### src/rtl/core/ring_queue_with_remove_unit_defines.svh
// Assertion macros for the ring queue block
`ifndef RING_QUEUE_WITH_REMOVE_UNIT_DEFINES_SVH
`define RING_QUEUE_WITH_REMOVE_UNIT_DEFINES_SVH

`ifndef SYNTHESIS

`define RQR_ASSERT_IMP(lbl, clk, rst_n, ante, cons, msg) \
    lbl: assert property (@(posedge clk) disable iff (!rst_n) (ante) |-> (cons)) \
        else $error(msg);

`define RQR_ASSERT_NEXT(lbl, clk, rst_n, ante, cons, msg) \
    lbl: assert property (@(posedge clk) disable iff (!rst_n) (ante) |=> (cons)) \
        else $error(msg);

`else

`define RQR_ASSERT_IMP(lbl, clk, rst_n, ante, cons, msg)

`define RQR_ASSERT_NEXT(lbl, clk, rst_n, ante, cons, msg)

`endif

`endif

### src/rtl/core/rqr_pkg.sv
package rqr_pkg;

    localparam int DEPTH_DEF    = 1024;
    localparam int HANDLE_W_DEF = 32;

    localparam int          SLOTS_W     = 11;
    localparam logic [10:0] SLOTS_RESET = 11'd1024;

    localparam logic [1:0] OP_POP    = 2'd0;
    localparam logic [1:0] OP_PUSH   = 2'd1;
    localparam logic [1:0] OP_REMOVE = 2'd2;

    localparam logic [1:0] ST_OK        = 2'd0;
    localparam logic [1:0] ST_EMPTY     = 2'd1;
    localparam logic [1:0] ST_FULL      = 2'd2;
    localparam logic [1:0] ST_NOT_FOUND = 2'd3;

    typedef struct packed {
        logic [1:0]  operation;
        logic [31:0] handle_in;
    } t_in_item;

    typedef struct packed {
        logic [1:0]  status;
        logic [31:0] handle_out;
    } t_out_item;

endpackage

### src/rtl/core/rqr_step.sv
module rqr_step #(
    parameter int DEPTH = rqr_pkg::DEPTH_DEF
) (
    input  logic [$clog2(DEPTH)-1:0] i_idx,
    input  logic [$clog2(DEPTH):0]   i_ring,
    output logic [$clog2(DEPTH)-1:0] o_adv
);

    localparam int IDX_W  = $clog2(DEPTH);
    localparam int RING_W = IDX_W + 1;

    logic [RING_W-1:0] w_inc;

    // index + 1, wrapping at the ring size
    assign w_inc = {1'b0, i_idx} + RING_W'(1);
    assign o_adv = (w_inc >= i_ring) ? '0 : w_inc[IDX_W-1:0];

endmodule

### config.mk
export PLATFORM = sky130hd
export DESIGN_NAME = rqr_step
export DESIGN_NICKNAME = d
export VERILOG_FILES = /design/src/rtl/core/ring_queue_with_remove_unit_defines.svh /design/src/rtl/core/rqr_pkg.sv /design/src/rtl/core/rqr_step.sv
export SDC_FILE = /design/constraint.sdc
export NUM_CORES = 1
export LEC_CHECK = 0
export ABC_AREA = 1
export BUFFER_PORTS_ARGS = -buffer_cell sky130_fd_sc_hd__buf_2
export CAP_MARGIN = 20
export CORE_UTILIZATION = 45
export DETAILED_ROUTE_END_ITERATION = 10
export PLACE_DENSITY_LB_ADDON = 0.15
export SYNTH_ARGS = -nofsm -noshare
export SYNTH_HDL_FRONTEND = slang
export SYNTH_SLANG_ARGS = --single-unit
### constraint.sdc
create_clock -name vclk -period 3.1
set_input_delay 0.62 -clock vclk [all_inputs]
set_output_delay 0.62 -clock vclk [all_outputs]
set_load 0.005 [all_outputs]
==> flow_metrics.tcl, run 1 <==
set metrics [dict create \
    cts.hold.buffers_added 0 \
    design.seq.count 0 \
    tightest_slew_ns 0.298 \
    synth_top_cell_by_area "ha_1" \
    rows 12 \
    pwr_density_cell_mw_per_mm2 138 \
    rsz0062_at_grt "yes" \
    gp_congestion 0.729 \
    setup_viol 0 \
    hp-class "input port to primary output" \
    peakVddDrop_mv 0.0868 \
    grt_max_degree 6 \
    post-route-util_pct 83.1 \
    hold_viol_final 0 \
    ys_types 18 \
    slew_headroom_pct 80.1 \
    nets 181 \
    slowest_delay_ns 0.21 \
    via_per_inst 4.99 \
    drt-initial-drc-count 17 \
    syn_inst 109 \
    drc 0 \
    finalWirelength_mm 1.82 \
    crit_required_ns 2.48 \
    netlist.area_leader.share_pct 25.1 \
    yosys-top-cells-area "ha_1 25%, inv_1 20%, nand2_1 16%, nor2_1 10%, xor2_1 4.4%" \
    power_w 0.000135 \
    first_global_vias 654 \
    crit_chain "buf_6 > ha_4 > nand3_4 > nor2_4 > nand2_4 > o21bai_4 > nand2_2 > inv_2 > ha_4 > nand2_2 > nand2_2 > a21oi_2 > nand2_1 > inv_2 > nand3_4 > nor2_2 > buf_2" \
    yosysMostFrequentCell "inv_1" \
    die-width_um 38.5 \
    io_buffer_count 31 \
    drive_above_1_share_pct 45.9 \
    maxCapViolations 0 \
    start_kind "input port" \
    power.leakage_nw 0.609 \
    gr-total-overflow 0 \
    syn_area_sq_um 598 \
    cp_max_fo 5 \
    seq_area_sq_um 0 \
    core-area_sq_mm 0.00117 \
    syn2layout_area_growth_pct 62.8 \
    yosys_warnings 0 \
    antenna_found_initial 0 \
    antenna_cells 0 \
    max_freq_mhz 329 \
    dieHeight_um 38.5 \
    io_pins 31 \
    seq_area_frac_synth_pct 0 \
    dr.pass1.iters 4 \
    finalCritPeriodShare_pct 98.0 \
    synth_nets 142 \
    crit_path_end_kind "primary output" \
    cp.arrival_ns 2.42 \
    period_minus_slack_ns 3.04 \
    grtUsageTotal_pct 23.4 \
    hpwl_mm 1.22 \
    antenna_left 0 \
    avgRoutedWirePerCell_um 11.4 \
    cp_slowest_cell "ha_4" \
    clockBufferCount 0 \
    syn-mean-instance-area_sq_um 5.49 \
    worstSetupPathType "input port to primary output" \
    final_max_slew_viol_count 0 \
    dieArea_sq_mm 0.00148 \
    hold_slack_ns 1.57 \
    final.setup.tns_ns 0 \
    status "finished, final reports clean" \
    grt_first_pass_wirelength_mm 2.51 \
    cp_common_cell "nand2_2" \
    yosys-top-cells-count "32 x inv_1, 25 x nand2_1, 16 x nor2_1" \
    fillers 86 \
    route.vias.total 799 \
    start_util_pct 51.1 \
]
-- per-layer routing --
layer | track usage (%) | wire, um | vias to the layer above
met5 | 0 | 0 | -
met4 | 3.45 | 31 | 0
met3 | 1.16 | 91 | 4
met2 | 47.0 | 973 | 25
met1 | 27.1 | 727 | 363
li1 | - | - | 407
-- cell type report --
class / instances / area (sq um) / area share, %
Tap cell: 14 / 17.5 / 1.80
Inverter: 32 / 120 / 12.3
Timing Repair Buffer: 36 / 213 / 21.9
Multi-Input combinational cell: 78 / 623 / 64.0
-- what timing repair did --
action,CTS,global route
endpoints found under the setup margin,10,10
setup buffers,2,2
resized for setup,13,23
pin swaps,6,16
cloned,1,0
-- worst max-delay path: cells and delay by family --
family | cells | cell delay (ns)
adders and majority gates | 2 | 0.34
AOI/OAI and AO/OA | 2 | 0.27
and+or+nand+nor | 9 | 0.82
buffers and inverters | 4 | 0.37
-- worst paths after layout --
check                    start        to  depth (start not counted)
worst max-delay path  i_idx[0]  o_adv[1]                         17
worst min-delay path  i_idx[0]  o_adv[0]                          4
-- metrics by stage --
| stage | worst slack [ns] | std cells | instance area, sq um |
|---|---|---|---|
| final | 0.0623 | 160 | 973 |
| after global routing | -0.0392 | 160 | 973 |
| after CTS | 0.0101 | 158 | 880 |
| after detailed placement | -0.131 | 155 | 778 |
| after global placement | -0.00877 | 155 | 778 |
| after floorplan | 0.357 | 109 | 598 |
-- cell families (layout without fill, tap and decap cells) --
kind of cell / count (synthesis) / after routing / synth area share (%)
AO/OA/AOI/OAI: 9 / 9 / 10.0
buffers and inverters: 32 / 68 / 20.1
adder cells (fa/ha/maj): 12 / 12 / 25.1
AND/OR/NAND/NOR: 53 / 54 / 40.4
XOR/XNOR: 3 / 3 / 4.39
-- cells in the final DEF, fill, tap and decap left out, drive strengths merged, types with 2 or more instances in the layout --
master  count
xor2        3
nand3       6
a21o        2
ha         12
nand2      27
nor2       18
inv        32
a21oi       3
o21ai       3
buf        36
-- power breakdown --
group | switching (W) | internal [W]
registers | 0 | 0
clock network | 0 | 0
logic | 0.0000727 | 0.0000620
total | 0.0000727 | 0.0000620
Power figures use the tool's default switching activity.
==> run 2: changes to the inputs <==
CAP_MARGIN = not set   (was 20)
GPL_TIMING_DRIVEN = 0   (was not set)
==> flow_metrics.tcl, run 2 (synthesis gave the netlist of run 1 again) <==
set metrics [dict create \
    status "finished, final reports clean" \
    final_max_slew_viol_count 0 \
    p_comb_share_pct 100.0 \
    worstSetupPathType "input port to primary output" \
    cp_max_fo 5 \
    io_buffer_count 31 \
    pwr_density_cell_mw_per_mm2 136 \
    antenna_cells 0 \
    start_util_pct 51.1 \
    drt-initial-drc-count 9 \
    setup_viol 0 \
    gr-total-overflow 0 \
    rsz0062_at_grt "yes" \
    final.setup.tns_ns 0 \
    power.leakage_nw 0.610 \
    dieArea_sq_mm 0.00148 \
    hold_slack_ns 1.57 \
    antenna_found_initial 0 \
    syn2layout_area_growth_pct 64.2 \
    grtUsageTotal_pct 20.2 \
    route.vias.total 788 \
    antenna_left 0 \
    p_switching_w 0.0000719 \
    crit_chain "buf_4 > nand2_1 > nor2_2 > nand2_2 > nor2_2 > nand2_1 > nand2_1 > inv_1 > ha_4 > nand2_2 > nor2_4 > and2_1 > nand2_2 > nand3_4 > nor2_1 > buf_2" \
    gp_congestion 0.725 \
    critPathLaunch "i_idx[3]" \
    design.seq.count 0 \
    slew_headroom_pct 81.1 \
    p_seq_share_pct 0 \
    maxCapViolations 0 \
    rows 12 \
    drive_above_1_share_pct 47.3 \
    cp_slowest_cell "ha_4" \
    nets 181 \
    internal_power_w 0.0000612 \
    drc 0 \
    cp_top_family "simple AND/OR/NAND/NOR gates" \
    hp-class "input port to primary output" \
    clockBufferCount 0 \
    tightest_slew_ns 0.283 \
    cts.hold.buffers_added 0 \
    finalWirelength_mm 1.69 \
    avgRoutedWirePerCell_um 10.5 \
    die-width_um 38.5 \
    peakVddDrop_mv 0.0811 \
    p_clk_share_pct 0 \
    seq_area_sq_um 0 \
    dr.pass1.iters 4 \
    core-area_sq_mm 0.00117 \
    switching_share_pct 54.0 \
    crit_path_end_kind "primary output" \
    cp.arrival_ns 2.43 \
    io_pins 31 \
    hpwl_mm 1.11 \
    grt_first_pass_wirelength_mm 2.24 \
    finalCritPeriodShare_pct 98.4 \
    dieHeight_um 38.5 \
    crit_buf_inv 3 \
    period_minus_slack_ns 3.05 \
    crit_required_ns 2.48 \
    first_global_vias 589 \
    hp-start "i_idx[0]" \
    hold_viol_final 0 \
    final_cell_mix "29 x inv_1, 27 x buf_2, 19 x nand2_1" \
    grt_max_degree 6 \
    start_kind "input port" \
    via_per_inst 4.93 \
    slowest_delay_ns 0.26 \
    max_freq_mhz 328 \
    final_common_cell "inv_1" \
]
==> run 2: cell count changes in the layout (fill, tap and decap cells not counted), moves of 2 or more <==
cell	previous run	this run
nor2_1	11	8
buf_4	4	7
buf_6	2	0
buf_2	29	27
nor2_2	5	7
==> run 2: layer usage <==
| metal | vias up | global-route usage (%) | share of wire [%] | wire (um) |
|---|---|---|---|---|
| met5 | - | 0 | 0 | 0 |
| met4 | 0 | 0 | 0.71 | 12 |
| met3 | 2 | 0 | 2.9 | 49 |
| met2 | 19 | 39.4 | 51 | 868 |
| met1 | 363 | 26.0 | 45 | 755 |
| li1 | 404 | - | - | - |
==> run 2: stage by stage <==
| step | power [W] | cell area, sq um | utilization (%) | worst slack (ns) | cells |
|---|---|---|---|---|---|
| 3_5_place_dp | 0.0000987 | 771 | 65.8 | -0.180 | 154 |
| 4_1_cts | 0.000109 | 838 | 71.6 | 0.00271 | 155 |
| 6_report | 0.000133 | 982 | 83.9 | 0.0500 | 160 |
| 2_1_floorplan | 0.0000596 | 598 | - | 0.357 | 109 |
| 5_1_grt | 0.000150 | 982 | 83.9 | -0.0756 | 160 |
| 3_3_place_gp | 0.0000959 | 771 | 65.8 | -0.148 | 154 |
==> run 2: worst paths after layout <==
kind / end / cells past startpoint
max: o_adv[2] / 16
min: o_adv[0] / 4
==> run 2: what timing repair did <==
| item | CTS | global route |
|---|---|---|
| gates cloned | 1 | 0 |
| buffers inserted | 0 | 5 |
| pin swaps | 3 | 17 |
| endpoints found under the setup margin | 10 | 10 |
| gates resized for setup | 11 | 30 |
==> run 2: power by group through the flow <==
stage | combinational [W] | sequential, W | clock [W]
final | 0.000133 | 0 | 0
after global routing | 0.000150 | 0 | 0
after CTS | 0.000109 | 0 | 0
after detailed placement | 0.0000987 | 0 | 0
after global placement | 0.0000959 | 0 | 0
after floorplan | 0.0000596 | 0 | 0
==> run 2: area by class of cell <==
cell class | instances | area [sq um]
Multi-Input combinational cell | 78 | 627
Timing Repair Buffer | 36 | 218
Fill cell | 79 | 189
Inverter | 32 | 120
Tap cell | 14 | 17.5
